## src/rtl/core/line_editor_erase_kill_assert.svh

```systemverilog
// assertion macros used by the line editor back end
`ifndef LINE_EDITOR_ERASE_KILL_ASSERT_SVH
`define LINE_EDITOR_ERASE_KILL_ASSERT_SVH

// condition must hold in the same cycle as the trigger
`define LEE_ASSERT_NOW(label, ante, cons, msg) \
  label: assert property (@(posedge clk) disable iff (!rst_n) (ante) |-> (cons)) \
    else $error(msg);

// condition must hold in the cycle after the trigger
`define LEE_ASSERT_NEXT(label, ante, cons, msg) \
  label: assert property (@(posedge clk) disable iff (!rst_n) (ante) |=> (cons)) \
    else $error(msg);

`endif

```

## src/rtl/core/lee_pkg.sv

```systemverilog
package lee_pkg;

  // special input bytes
  localparam logic [7:0] CH_ERASE   = 8'h23;
  localparam logic [7:0] CH_KILL    = 8'h40;
  localparam logic [7:0] CH_NEWLINE = 8'h0A;

  // command codes passed from front to back
  typedef logic [1:0] op_t;
  localparam op_t OP_APPEND  = 2'd0;
  localparam op_t OP_ERASE   = 2'd1;
  localparam op_t OP_KILL    = 2'd2;
  localparam op_t OP_NEWLINE = 2'd3;

  typedef struct packed {
    op_t        op;
    logic [7:0] ch;
  } cmd_t;

  typedef struct packed {
    logic [7:0] ch;
    logic       last;
    logic       dropped;
  } res_t;

  // command queue between front and back
  localparam int CMDQ_DEPTH = 2;
  localparam int CMDQ_PTR_W = 1;
  localparam int CMDQ_CNT_W = 2;

  // result queue at the output
  localparam int OUTQ_DEPTH = 4;
  localparam int OUTQ_PTR_W = 2;
  localparam int OUTQ_CNT_W = 3;

endpackage

```

## src/rtl/core/line_editor_erase_kill.sv

```systemverilog
// Line editor with erase and kill.
// Input side is a queue: present a typed byte on in_char with push; it is
// taken on a clock edge where push is high and full is low. '#' erases the
// last buffered character, '@' clears the line, a newline emits the line.
// Result side is a queue: while empty is low the oldest result sits on
// out_char/out_last/out_dropped and is taken on an edge with pop high.
// A newline yields the buffered characters in typed order, then the newline
// with out_last set; out_dropped marks every result of a line that lost
// characters to a full buffer (LINE_DEPTH entries).
// Throughput: one byte per cycle for ordinary, erase and kill bytes while the
// back end is idle, set by the single command decode in the back end. A
// newline keeps the back end busy while it reads out the line, one buffer
// read per cycle while the result queue has room; meanwhile the two-entry
// command queue absorbs input, then full rises.
// A queued newline is taken by the idle back end; buffer reads are registered.
// If the receiver stalls, the four-entry result queue fills, emission pauses,
// and the command queue backs up to full.
// Reset: buffer empties, dropped mark clears, both queues are empty; the
// buffer contents are not cleared and need no clearing pass.
module line_editor_erase_kill #(
  parameter int LINE_DEPTH = 63
) (
  input  logic        clk,
  input  logic        rst_n,
  input  logic        push,
  input  logic [7:0]  in_char,
  output logic        full,
  input  logic        pop,
  output logic        empty,
  output logic [7:0]  out_char,
  output logic        out_last,
  output logic        out_dropped
);

  logic             cmd_valid;
  lee_pkg::cmd_t    cmd;
  logic             cmd_pop;

  // byte intake and classification
  lee_front u_front (
    .clk       (clk),
    .rst_n     (rst_n),
    .push      (push),
    .in_char   (in_char),
    .full      (full),
    .cmd_valid (cmd_valid),
    .cmd       (cmd),
    .cmd_pop   (cmd_pop)
  );

  // line buffer and result emission
  lee_back #(
    .LINE_DEPTH (LINE_DEPTH)
  ) u_back (
    .clk         (clk),
    .rst_n       (rst_n),
    .cmd_valid   (cmd_valid),
    .cmd         (cmd),
    .cmd_pop     (cmd_pop),
    .pop         (pop),
    .empty       (empty),
    .out_char    (out_char),
    .out_last    (out_last),
    .out_dropped (out_dropped)
  );

endmodule

```

## src/rtl/core/lee_front.sv

```systemverilog
module lee_front (
  input  logic             clk,
  input  logic             rst_n,
  input  logic             push,
  input  logic [7:0]       in_char,
  output logic             full,
  output logic             cmd_valid,
  output lee_pkg::cmd_t    cmd,
  input  logic             cmd_pop
);

  lee_pkg::cmd_t                    q_r [lee_pkg::CMDQ_DEPTH];
  logic [lee_pkg::CMDQ_PTR_W-1:0]   wr_ptr_r;
  logic [lee_pkg::CMDQ_PTR_W-1:0]   rd_ptr_r;
  logic [lee_pkg::CMDQ_CNT_W-1:0]   cnt_r;
  logic [lee_pkg::CMDQ_CNT_W-1:0]   cnt_nxt;
  lee_pkg::cmd_t                    cls;
  logic                             wr_en;
  logic                             rd_en;

  // classify the typed byte
  always_comb begin
    cls.ch = in_char;
    case (in_char)
      lee_pkg::CH_ERASE:   cls.op = lee_pkg::OP_ERASE;
      lee_pkg::CH_KILL:    cls.op = lee_pkg::OP_KILL;
      lee_pkg::CH_NEWLINE: cls.op = lee_pkg::OP_NEWLINE;
      default:             cls.op = lee_pkg::OP_APPEND;
    endcase
  end

  // queue status
  assign full      = (cnt_r == lee_pkg::CMDQ_CNT_W'(lee_pkg::CMDQ_DEPTH));
  assign cmd_valid = (cnt_r != '0);
  assign cmd       = q_r[rd_ptr_r];
  assign wr_en     = push && !full;
  assign rd_en     = cmd_pop && cmd_valid;

  always_comb begin
    cnt_nxt = cnt_r;
    if (wr_en && !rd_en) begin
      cnt_nxt = cnt_r + 1'b1;
    end else if (rd_en && !wr_en) begin
      cnt_nxt = cnt_r - 1'b1;
    end
  end

  // queue pointers and count
  always_ff @(posedge clk) begin
    if (!rst_n) begin
      wr_ptr_r <= '0;
      rd_ptr_r <= '0;
      cnt_r    <= '0;
    end else begin
      if (wr_en) begin
        wr_ptr_r <= wr_ptr_r + 1'b1;
      end
      if (rd_en) begin
        rd_ptr_r <= rd_ptr_r + 1'b1;
      end
      cnt_r <= cnt_nxt;
    end
  end

  // queue storage
  always_ff @(posedge clk) begin
    if (wr_en) begin
      q_r[wr_ptr_r] <= cls;
    end
  end

endmodule

```

## src/rtl/core/lee_back.sv

```systemverilog
`include "line_editor_erase_kill_assert.svh"

module lee_back #(
  parameter int LINE_DEPTH = 63
) (
  input  logic             clk,
  input  logic             rst_n,
  input  logic             cmd_valid,
  input  lee_pkg::cmd_t    cmd,
  output logic             cmd_pop,
  input  logic             pop,
  output logic             empty,
  output logic [7:0]       out_char,
  output logic             out_last,
  output logic             out_dropped
);

  localparam int CNT_W  = $clog2(LINE_DEPTH + 1);
  localparam int ADDR_W = (LINE_DEPTH > 1) ? $clog2(LINE_DEPTH) : 1;

  localparam logic ST_IDLE = 1'b0;
  localparam logic ST_EMIT = 1'b1;

  logic [7:0]                       line_mem [LINE_DEPTH];
  logic [7:0]                       rd_data_r;
  logic                             inflight_r;
  logic                             state_r;
  logic                             state_nxt;
  logic [CNT_W-1:0]                 fill_r;
  logic [CNT_W-1:0]                 fill_nxt;
  logic [CNT_W-1:0]                 idx_r;
  logic [CNT_W-1:0]                 idx_nxt;
  logic                             ovf_r;
  logic                             ovf_nxt;
  logic                             mem_we;
  logic                             rd_en;
  logic                             nl_push;
  logic                             space;

  lee_pkg::res_t                    oq_r [lee_pkg::OUTQ_DEPTH];
  logic [lee_pkg::OUTQ_PTR_W-1:0]   oq_wr_ptr_r;
  logic [lee_pkg::OUTQ_PTR_W-1:0]   oq_rd_ptr_r;
  logic [lee_pkg::OUTQ_CNT_W-1:0]   oq_cnt_r;
  logic [lee_pkg::OUTQ_CNT_W-1:0]   oq_cnt_nxt;
  logic                             oq_push;
  logic                             oq_pop;
  lee_pkg::res_t                    oq_in;
  lee_pkg::res_t                    oq_head;

  // room in the result queue, counting a read still in flight
  assign space = (oq_cnt_r + lee_pkg::OUTQ_CNT_W'(inflight_r))
                 < lee_pkg::OUTQ_CNT_W'(lee_pkg::OUTQ_DEPTH);

  assign cmd_pop = (state_r == ST_IDLE) && cmd_valid;

  // command execution and line emit sequencing
  always_comb begin
    state_nxt = state_r;
    fill_nxt  = fill_r;
    idx_nxt   = idx_r;
    ovf_nxt   = ovf_r;
    mem_we    = 1'b0;
    rd_en     = 1'b0;
    nl_push   = 1'b0;
    case (state_r)
      ST_IDLE: begin
        if (cmd_pop) begin
          case (cmd.op)
            lee_pkg::OP_ERASE: begin
              if (fill_r != '0) begin
                fill_nxt = fill_r - 1'b1;
              end
            end
            lee_pkg::OP_KILL: begin
              fill_nxt = '0;
            end
            lee_pkg::OP_NEWLINE: begin
              state_nxt = ST_EMIT;
              idx_nxt   = '0;
            end
            default: begin
              if (fill_r < CNT_W'(LINE_DEPTH)) begin
                mem_we   = 1'b1;
                fill_nxt = fill_r + 1'b1;
              end else begin
                ovf_nxt = 1'b1;
              end
            end
          endcase
        end
      end
      ST_EMIT: begin
        if (idx_r != fill_r) begin
          if (space) begin
            rd_en   = 1'b1;
            idx_nxt = idx_r + 1'b1;
          end
        end else if (!inflight_r &&
                     (oq_cnt_r != lee_pkg::OUTQ_CNT_W'(lee_pkg::OUTQ_DEPTH))) begin
          nl_push   = 1'b1;
          state_nxt = ST_IDLE;
          fill_nxt  = '0;
          ovf_nxt   = 1'b0;
        end
      end
      default: begin
        state_nxt = ST_IDLE;
      end
    endcase
  end

  // control registers
  always_ff @(posedge clk) begin
    if (!rst_n) begin
      state_r    <= ST_IDLE;
      fill_r     <= '0;
      idx_r      <= '0;
      ovf_r      <= 1'b0;
      inflight_r <= 1'b0;
    end else begin
      state_r    <= state_nxt;
      fill_r     <= fill_nxt;
      idx_r      <= idx_nxt;
      ovf_r      <= ovf_nxt;
      inflight_r <= rd_en;
    end
  end

  // line buffer memory
  always_ff @(posedge clk) begin
    if (mem_we) begin
      line_mem[fill_r[ADDR_W-1:0]] <= cmd.ch;
    end
    if (rd_en) begin
      rd_data_r <= line_mem[idx_r[ADDR_W-1:0]];
    end
  end

  // result queue entry: buffered character or closing newline
  always_comb begin
    oq_in.dropped = ovf_r;
    if (inflight_r) begin
      oq_in.ch   = rd_data_r;
      oq_in.last = 1'b0;
    end else begin
      oq_in.ch   = lee_pkg::CH_NEWLINE;
      oq_in.last = 1'b1;
    end
  end

  assign oq_push = inflight_r || nl_push;
  assign empty   = (oq_cnt_r == '0);
  assign oq_pop  = pop && !empty;
  assign oq_head = oq_r[oq_rd_ptr_r];

  assign out_char    = oq_head.ch;
  assign out_last    = oq_head.last;
  assign out_dropped = oq_head.dropped;

  always_comb begin
    oq_cnt_nxt = oq_cnt_r;
    if (oq_push && !oq_pop) begin
      oq_cnt_nxt = oq_cnt_r + 1'b1;
    end else if (oq_pop && !oq_push) begin
      oq_cnt_nxt = oq_cnt_r - 1'b1;
    end
  end

  // result queue pointers and count
  always_ff @(posedge clk) begin
    if (!rst_n) begin
      oq_wr_ptr_r <= '0;
      oq_rd_ptr_r <= '0;
      oq_cnt_r    <= '0;
    end else begin
      if (oq_push) begin
        oq_wr_ptr_r <= oq_wr_ptr_r + 1'b1;
      end
      if (oq_pop) begin
        oq_rd_ptr_r <= oq_rd_ptr_r + 1'b1;
      end
      oq_cnt_r <= oq_cnt_nxt;
    end
  end

  // result queue storage
  always_ff @(posedge clk) begin
    if (oq_push) begin
      oq_r[oq_wr_ptr_r] <= oq_in;
    end
  end

  // checks
  `LEE_ASSERT_NOW(a_fill_bound, 1'b1, fill_r <= CNT_W'(LINE_DEPTH), "fill count beyond depth")
  `LEE_ASSERT_NOW(a_oq_credit, 1'b1,
    (oq_cnt_r + lee_pkg::OUTQ_CNT_W'(inflight_r)) <= lee_pkg::OUTQ_CNT_W'(lee_pkg::OUTQ_DEPTH),
    "result queue overcommitted")
  `LEE_ASSERT_NOW(a_idx_bound, state_r == ST_EMIT, idx_r <= fill_r, "emit index past fill")
  `LEE_ASSERT_NEXT(a_line_end_clear, (state_r == ST_EMIT) && (state_nxt == ST_IDLE),
    (fill_r == '0) && !ovf_r && (state_r == ST_IDLE), "line state not cleared after newline")

endmodule
```

## config.mk

```make
export PLATFORM = sky130hd
export DESIGN_NAME = line_editor_erase_kill
export DESIGN_NICKNAME = d
export VERILOG_FILES = /design/src/rtl/core/lee_pkg.sv /design/src/rtl/core/line_editor_erase_kill.sv /design/src/rtl/core/lee_front.sv /design/src/rtl/core/lee_back.sv
export VERILOG_INCLUDE_DIRS = /design/src /design/src/rtl/core
export SDC_FILE = /design/constraint.sdc
export NUM_CORES = 1
export LEC_CHECK = 0
export BUFFER_PORTS_ARGS = -buffer_cell sky130_fd_sc_hd__buf_4
export CAP_MARGIN = 40
export CORE_UTILIZATION = 25
export CTS_CLUSTER_DIAMETER = 200
export DETAILED_ROUTE_END_ITERATION = 7
export PLACE_DENSITY = 0.43
export SYNTH_ARGS = -nofsm -noshare
export SYNTH_HDL_FRONTEND = slang
export SYNTH_SLANG_ARGS = --single-unit
```

## constraint.sdc

```tcl
create_clock -name clk -period 3.1 [get_ports clk]
set_clock_uncertainty 0.05 [all_clocks]
set_input_delay 0 -clock clk [delete_from_list [all_inputs] [get_ports clk]]
set_output_delay 0 -clock clk [all_outputs]
set_load 0.01 [all_outputs]
```

# --- Yosys cells after proc, flatten, opt, wreduce, memory -nomap -nowiden ---
# Memories as Yosys holds them, arrays and structs flattened. A register that Yosys moved wholly into a read port is not among the register bits.
# Index checks and enable logic that the tools add are counted.
word_totals:
  memories: 3
  wordCells: 124
  latch_bits: 0
  romBits: 0
  register_bits: 26
  mem_bits_rw: 564
  in_bits: 12
mem_list:
  columns: ["memory", "depth", "width", "rd", "rd_clocked_by_memory_dff", "wr", "line_no", "source"]
  rows:
  - ["u_back.line_mem", 63, 8, 1, 1, 1, "lee_back.sv:24", "logic [7:0] line_mem [LINE_DEPTH];"]
  - ["u_back.oq_r", 4, 10, 1, 1, 1, "lee_back.sv:40", "lee_pkg::res_t oq_r [lee_pkg::OUTQ_DEPTH];"]
  - ["u_front.q_r", 2, 10, 1, 1, 1, "lee_front.sv:12", "lee_pkg::cmd_t q_r [lee_pkg::CMDQ_DEPTH];"]
classes:
  n_div: 0
  add_sub_neg: 12
  n_lt_le_gt_ge: 2
  eq_ne: 20
  n_shift: 0
  bitwise_logic: 1
  mux: 49
  n_reduce_logical: 26
  n_mul: 0
ops:
  columns: ["operator", "n"]
  rows:
  - ["6-bit two-way mux", 9]
  - ["1-bit two-way mux", 27]
  - ["6-bit case mux with 2 select lines", 2]
  - ["2-bit inequality test (second input constant)", 9]
  - ["6-bit case mux with 3 select lines", 1]
  - ["6-bit by 1-bit adder with 6-bit output (second input constant)", 2]
  - ["1-bit logical AND", 9]
  - ["9-bit two-way mux", 1]
  - ["8-bit by 4-bit equality test with 1-bit output (second input constant)", 1]
  - ["8-bit by 6-bit equality test with 1-bit output (second input constant)", 1]
  - ["8-bit by 7-bit equality test with 1-bit output (second input constant)", 1]
  - ["2-bit two-way mux", 4]
  - ["1-bit logical NOT", 7]
  - ["2-bit by 1-bit adder with 2-bit output (second input constant)", 3]
  - ["2-bit equality test (second input constant)", 3]
  - ["6-bit < comparator (second input constant)", 1]
  - ["3-bit two-way mux", 2]
  - ["3-bit inequality test (second input constant)", 2]
  - ["6-bit inequality test", 1]
  - ["2-bit case mux with 3 select lines", 1]
  - ["6-bit AND reduction", 1]
  - ["2-bit nonzero test", 3]
  - ["6-bit nonzero test", 1]
  - ["6-bit by 1-bit subtractor with 6-bit output (second input constant)", 1]
  - ["15 further kinds", 17]

# --- Longest topological paths before layout ---
# Gate-level depths: netlist of the first run.
logic_depth:
  word_depth: 10
  mapped_depth: 12
  ltp_nobuf: 11

# --- By module ---
# From an unflattened synthesis of the first run, not the netlist that was laid out.
hier_totals:
  hier_cells: 1221
  area_unflattened_um2: 23856.6
by_module_without_submodules:
  columns: ["module", "n_inst", "area_each_um2", "cells_each"]
  rows:
  - ["lee_back", 1, 22854.4, 1155]
  - ["lee_front", 1, 1002.2, 66]

# --- Least setup slack after synthesis of the first run ---
# Ideal clock, no wire load.
synth_timing:
  path_type: "flip-flop to flip-flop"
  start: "register u_back.fill_r[1]"
  end: "register u_back.oq_cnt_r[2] (netlist name)"
  setup_ns: 0.076
  arrival_ns: 2.568
  path_stages_with_launch: 13
  required_time_ns: 2.974
  slack_ns: 0.406
  period_less_slack_ns: 2.694
  cell_sequence: "dfxtp_1 -> buf_2 -> xnor2_1 -> nand4_1 -> a2111oi_2 -> nor2_1 -> inv_1 -> ha_1 -> inv_1 -> fa_1 -> xor2_1 -> or3_1 -> a21boi_0"
synth_between:
  elab_chain_len: 7
synth_lines:
  columns: ["item", "line_no", "source"]
  rows:
  - ["start: declaration", "lee_back.sv:29", "logic [CNT_W-1:0] fill_r;"]
  - ["start signal: assignment", "lee_back.sv:122", "fill_r <= fill_nxt;"]
  - ["6-bit inequality test *", "lee_back.sv:93", "if (idx_r != fill_r) begin"]
  - ["1-bit two-way mux *", "lee_back.sv:93", null]
  - ["1-bit two-way mux *", "lee_back.sv:65", "case (state_r)"]
  - ["1-bit logical OR *", "lee_back.sv:151", "assign oq_push = inflight_r || nl_push;"]
  - ["via u_back.oq_push", "lee_back.sv:45", "logic oq_push;"]
  - ["1-bit logical NOT", "lee_back.sv:164", "end else if (oq_pop && !oq_push) begin"]
  - ["1-bit logical AND", "lee_back.sv:164", null]
  - ["2-bit nonzero test (no line)", null, null]
  - ["end signal: assignment", "lee_back.sv:182", "oq_cnt_r <= oq_cnt_nxt;"]
  - ["end: declaration", "lee_back.sv:43", "logic [lee_pkg::OUTQ_CNT_W-1:0] oq_cnt_r;"]
# The timed path passes the listed nets; every way through them passes the cells marked *.
# A chain may end at the register's enable or synchronous reset.

# --- Worst setup path after layout of the first run ---
layout_timing:
  start: "register u_back.idx_r[0]"
  end: "register u_back.rd_data_r[2] (read register of u_back.line_mem), data pin"
layout_between:
  elab_chain_len: 3
layout_lines:
  columns: ["item", "line_no", "source"]
  rows:
  - ["start: declaration", "lee_back.sv:31", "logic [CNT_W-1:0] idx_r;"]
  - ["start signal: assignment", "lee_back.sv:123", "idx_r <= idx_nxt;"]
  - ["6-bit inequality test", "lee_back.sv:93", null]
  - ["1-bit two-way mux", "lee_back.sv:93", null]
  - ["1-bit two-way mux", "lee_back.sv:65", null]
  - ["end: declaration", "lee_back.sv:25", "logic [7:0] rd_data_r;"]
# Parallel ways exist; a longest one is shown, timed or not.

==> results.toml, run 1 <==
[sta]
slew_viol_final = 0
slew_headroom_pct = 45.6
min_period_ns = 2.92
tns_ns = 0
tightest_slew_ns = 0.816
max_freq_ghz = 0.343
rsz0062_at_grt = "no"
setup_viol = 0
fin_ws_ns = 0.182
hold_viol_final = 0
period_share_pct = 94.1

[die]
die_h_um = 312
die_w_um = 312
rows = 113
coreArea_um2 = 95000
io_pins = 24
dieArea_um2 = 97300
start_util_pct = 25.3

[hold_path]
holdPathStages = 2
hold_class = "input port to flip-flop"
hold_end = "u_front.q_r[0][4]"
min_from = "in_char[4]"

[grt]
antenna_found_initial = 3
grt_max_degree = 64
track_usage_pct = 12.3
gr-total-overflow = 0
grt_pass1_wl_mm = 87.8
grt_pass1_vias = 12800

[routing]
drtIter0Drc = 805
dr.pass1.iters = 5
routedWlPerCell_um = 21.7
vias = 12200
wl_mm = 59.5
vias_per_cell = 4.45
ant_nets = 0
route.detailed.drc = 0

[synth]
yosys.area.top_type = "edfxtp_1"
syn_inst = 1248
synth_top_area_share_pct = 71.6
synth_common_cells = "572 x edfxtp_1, 129 x mux4_2, 93 x nor2_1"
synth_edf_count = 572
synth_area_leaders = "edfxtp_1 72%, mux4_2 12%, dfxtp_1 2.4%, mux2i_1 1.8%, nor2_1 1.5%"
ys_async_sr_fraction_pct = 0
yosysWarnings = 0
synth-seq-area-share_pct = 74.0
synth_seq_cells = 601
syn-cell-area_um2 = 24000
synth_nets = 1273
synth_most_common_cell = "edfxtp_1"
synth.distinct_cells = 65
synth_flop_cell = "edfxtp_1"
avgSynthCellArea_um2 = 19.2

[placed_design]
pre_cts_slack_ns = 0.144
dp_cells = 2606
io_buffers = 23
place_hpwl_mm = 37.0
routabilityCongestion = 0.754

[setup_path]
r2r-end = "u_back.rd_data_r[2]"
crit_family = "compound AO/OA/AOI/OAI gates"
criticalPathCategory = "flip-flop to flip-flop"
slowest_delay_ns = 0.56
r2r-start = "u_back.idx_r[0]"
worst-path-max-fanout = 41
crit_path_start_kind = "flip-flop"
cp.depth = 6
crit_buf_inv = 1
cp_data_arrival_time_ns = 3.18
crit_start = "u_back.idx_r[0]"
cp-end-kind = "flip-flop"
path_cells = "buf_12, mux4_2, o221ai_1, o21ai_0, a22oi_1, o21ai_1"
r2r_slack_ns = 0.18
worst_ep_required_time_ns = 3.36
rr_worst_depth = 6
cp_slowest_cell = "mux4_2"

[run_status]
status = "completed"

[power_and_ir_drop]
p_leak_uw = 0.00889
p_per_area_nw_per_um2 = 710
ir_worst_vdd_uv = 353
power.total_uw = 20400

[clock_network]
cts_buffers = 69
clockBufferDepth = 3
clock_sinks = 601
clk_latency_ns = 0.62
post_cts_buffers = 0
cts.clk_slew.worst_paths_ns = 0.06
clockRootBuffer = "clkbuf_16"
htreeDepth = 3
cts_tree = "built"

[layout]
multiInputGateArea_um2 = 5800
final_nets = 1449
fillerInstances = 9330
fin_cells = 2740
seq_area_um2 = 17800
drive_gt1_share_pct = 28.0
n_antenna_cell = 0
area_delta_synth_final_pct = 19.8

[run]
cap_viol_max_count = 0
## kinds of logic (layout without fill, tap and decap cells)
family	Yosys count	in the layout	share of synthesized area, %
flip-flops	601	601	74.0
AND/OR/NAND/NOR	229	229	4.65
multiplexers	183	183	14.4
AO/OA/AOI/OAI	128	128	3.65
buffers and inverters	76	303	1.90
XOR/XNOR	18	18	0.657
adder cells (fa/ha/maj)	13	13	0.740
## cells in the final DEF (no fill, tap or decap), types with 6 or more instances in the layout
cell           synthesis  layout
a211oi_1              23      23
a21oi_1               21      21
and2_1                15      15
buf_12                 3       6
buf_4                  8     149
clkbuf_1              15       9
clkbuf_16              0      72
clkinv_1               0      16
clkinv_2               0      11
dfxtp_1               29      25
dlygate4sd3_1          0      12
edfxtp_1             572     572
ha_1                  11      11
inv_1                 11      11
mux2_2                12      12
mux2i_1               42      42
mux4_2               129     129
nand2_1               37      36
nand2b_1               8       8
nand3_1                9       9
nand3b_1               6       6
nor2_1                93      93
nor2b_1               32      32
o21ai_0               23      23
o22ai_1               16      16
or3_1                  7       7
xnor2_1               12      12
xor2_1                 6       6
## repair_timing
item                       4_1_cts  5_1_grt
gates resized for setup          0        2
hold endpoints to repair        53        0
hold buffers                    12        0
setup endpoints to repair        0       56
## how the worst max path moves through the flow
stage | end | slack (ns)
floorplan | u_back.oq_cnt_r[2] | 0.41
global placement | u_back.rd_data_r[6] | 0.08
detailed placement | u_back.line_mem[53][5] | 0.14
CTS | u_back.line_mem[53][7] | 0.16
global route | u_back.rd_data_r[5] | 0.009
finish | u_back.rd_data_r[2] | 0.18
## layer usage
layer,vias to the layer above,global-route usage [%],wire [µm]
met3,96,2.80,2790
met4,0,4.13,1610
met2,262,19.3,28100
li1,5398,-,-
met5,-,0,0
met1,6433,16.8,27000
## final cells by class
type	count	area share [%]
Clock inverter	41	1.06
Tap cell	1265	5.51
Clock buffer	81	6.38
Timing Repair Buffer	170	4.93
Inverter	11	0.144
Multi-Input combinational cell	571	20.2
Sequential cell	601	61.8
## stage by stage
step           hold WS, ns  cell area (µm²)  utilization (%)
6_report            0.0824            28700             30.3
3_5_place_dp         0.156            26500             27.9
2_1_floorplan       0.0489            24000                -
5_1_grt             0.0680            28700             30.3
4_1_cts             0.0430            28700             30.2
3_3_place_gp         0.149            26400             27.8
## state kept, by name, summed over array words and instances (netlist names), 2 cells and up, named ones only
name	cells
u_back.fill_r	6
u_back.oq_cnt_r	3
u_back.oq_rd_ptr_r	2
u_back.idx_r	6
u_back.oq_wr_ptr_r	2
u_front.cnt_r	2
u_back.rd_data_r	8
u_back.oq_r	40
u_back.line_mem	504
u_front.q_r	20
## where the power goes
part           total (µW)  switching [µW]  internal (µW)
registers            9830             148           9690
logic                2830            1810           1020
clock network        7750            3260           4490
total               20400            5220          15200
No activity file was read; power rests on OpenSTA's default activity.
==> run 2, diff against run 1 <==
- CAP_MARGIN: 40 -> 20
- SETUP_SLACK_MARGIN: unset -> 0.3
==> run 2 against run 1 <==
  * Hold slack better by 0.013 ns
  * Critical path type unchanged
  * Largest power group unchanged
  * Wire length is 0.26% higher
  * Utilization is 0.17 points higher
  * Maximum frequency is 2.2% higher
  * Critical path depth is 1 higher
  * Die area stayed put
  * Combinational power is 1% higher
  * Cell area is 0.57% higher
  * Sequential power hardly changed
==> results.toml, run 2 (synthesized netlist as in run 1, its figures left out) <==
[setup_path]
slowest_delay_ns = 0.41
criticalPathCategory = "flip-flop to flip-flop"
crit_family = "compound AO/OA/AOI/OAI gates"
crit_path_start_kind = "flip-flop"
crit_buf_inv = 2
cp_slowest_cell = "o221ai_1"
cp-end-kind = "flip-flop"
worst_ep_required_time_ns = 3.37
path_cells = "buf_16, buf_4, mux4_2, o221ai_1, o21ai_0, a22oi_2, o21ai_1"
worst-path-max-fanout = 60
cp_data_arrival_time_ns = 3.13

[clock_network]
clk_latency_ns = 0.61
clockRootBuffer = "clkbuf_16"
cts.clk_slew.worst_paths_ns = 0.06
htreeDepth = 3
clock_sinks = 601
clockBufferDepth = 3
cts_buffers = 68
cts_tree = "built"

[routing]
dr.pass1.iters = 4
ant_nets = 0
vias = 12200
wl_mm = 59.6
vias_per_cell = 4.44
drtIter0Drc = 905
routedWlPerCell_um = 21.7
route.detailed.drc = 0

[placed_design]
io_buffers = 23
place_hpwl_mm = 36.6
dp_cells = 2604
routabilityCongestion = 0.754

[sta]
rsz0062_at_grt = "yes"
slew_headroom_pct = 33.1
tns_ns = 0
slew_viol_final = 0
period_share_pct = 92.2
min_period_ns = 2.86
tightest_slew_ns = 1.00
max_freq_ghz = 0.350
setup_viol = 0
hold_viol_final = 0

[grt]
gr-total-overflow = 0
grt_pass1_vias = 12700
grt_max_degree = 64
track_usage_pct = 12.3
grt_pass1_wl_mm = 87.9
antenna_found_initial = 2

[layout]
area_delta_synth_final_pct = 20.4
final_nets = 1452
fin_cells = 2743
most-common-layout-cells = "572 x edfxtp_1, 151 x buf_4, 129 x mux4_2"
final_common_cell = "edfxtp_1"
drive_gt1_share_pct = 29.0
largest_reg_flops = 504

[power_and_ir_drop]
p_switching_uw = 5200
switching_share_pct = 25.3
p_leak_uw = 0.00897
p_int_uw = 15400
p_clk_share_pct = 38.3
p_per_area_nw_per_um2 = 712
ir_worst_vdd_uv = 339
seqPwrFrac_pct = 47.8
pwr-share-comb_pct = 13.9

[die]
die_h_um = 312
io_pins = 24
coreArea_um2 = 95000
die_w_um = 312
dieArea_um2 = 97300
start_util_pct = 25.3
rows = 113

[run]
cap_viol_max_count = 0

[run_status]
status = "completed"

[hold_path]
hold_class = "input port to flip-flop"
## run 2: worst reg2reg max path: cells and delay by family (launching register included)
kind / cells / cell delay, ns
AOI/OAI and AO/OA: 4 / 1.11
buffers and inverters: 2 / 0.70
muxes: 1 / 0.33
DFF: 1 / 0.38
## run 2: final cells by class
class,count,area [µm²]
diodes,1,2.50
clock buffers,79,1810
inverters,11,41.3
well taps,1265,1580
clock inverters,41,380
flip-flops and latches,601,17800
fillers,9287,66100
repair buffers,174,1470
multi-input cells,571,5850
## run 2: stage by stage
step,hold WS (ns),total power [µW],instance area (µm²),utilization [%],setup slack [ns]
floorplan,0.0489,11700,24000,-,0.406
global placement,0.149,12800,26400,27.8,0.0811
detailed placement,0.159,12900,26400,27.8,0.114
CTS,0.0494,20900,28800,30.3,0.312
global route,0.0795,21400,28900,30.4,0.264
finish,0.0958,20600,28900,30.4,0.243
## run 2: timing repair
item / in CTS / in global routing
hold buffers: 12 / 0
setup endpoints to repair: 107 / 45
resized for setup: 6 / 14
pin swaps: 0 / 3
setup buffers: 0 / 6
endpoints found under the hold margin: 56 / 0
## run 2: path summary, 6_finish.rpt
path / start / endpoint / slack (ns) / cells past startpoint
max: u_back.idx_r[1] / u_back.rd_data_r[2] / 0.24 / 7
min: in_char[4] / u_front.q_r[1][4] / 0.1 / 2
max reg2reg: u_back.idx_r[1] / u_back.rd_data_r[2] / 0.24 / 7
min reg2reg: u_front.cnt_r[1] / u_front.cnt_r[1] / 0.49 / 2
## run 2: layer usage
layer  GRT usage, %  part of all wire, %
met2           19.5                   47
met3           2.52                  3.9
met5              0                    0
met4           3.70                  2.4
met1           17.0                   46
## run 2: power by group through the flow
| stage | clock, µW | combinational (µW) | sequential, µW |
|---|---|---|---|
| global route | 8390 | 3140 | 9870 |
| detailed placement | 0 | 2870 | 10000 |
| CTS | 8130 | 2890 | 9850 |
| floorplan | 0 | 1740 | 9920 |
| finish | 7890 | 2870 | 9840 |
| global placement | 0 | 2820 | 10000 |
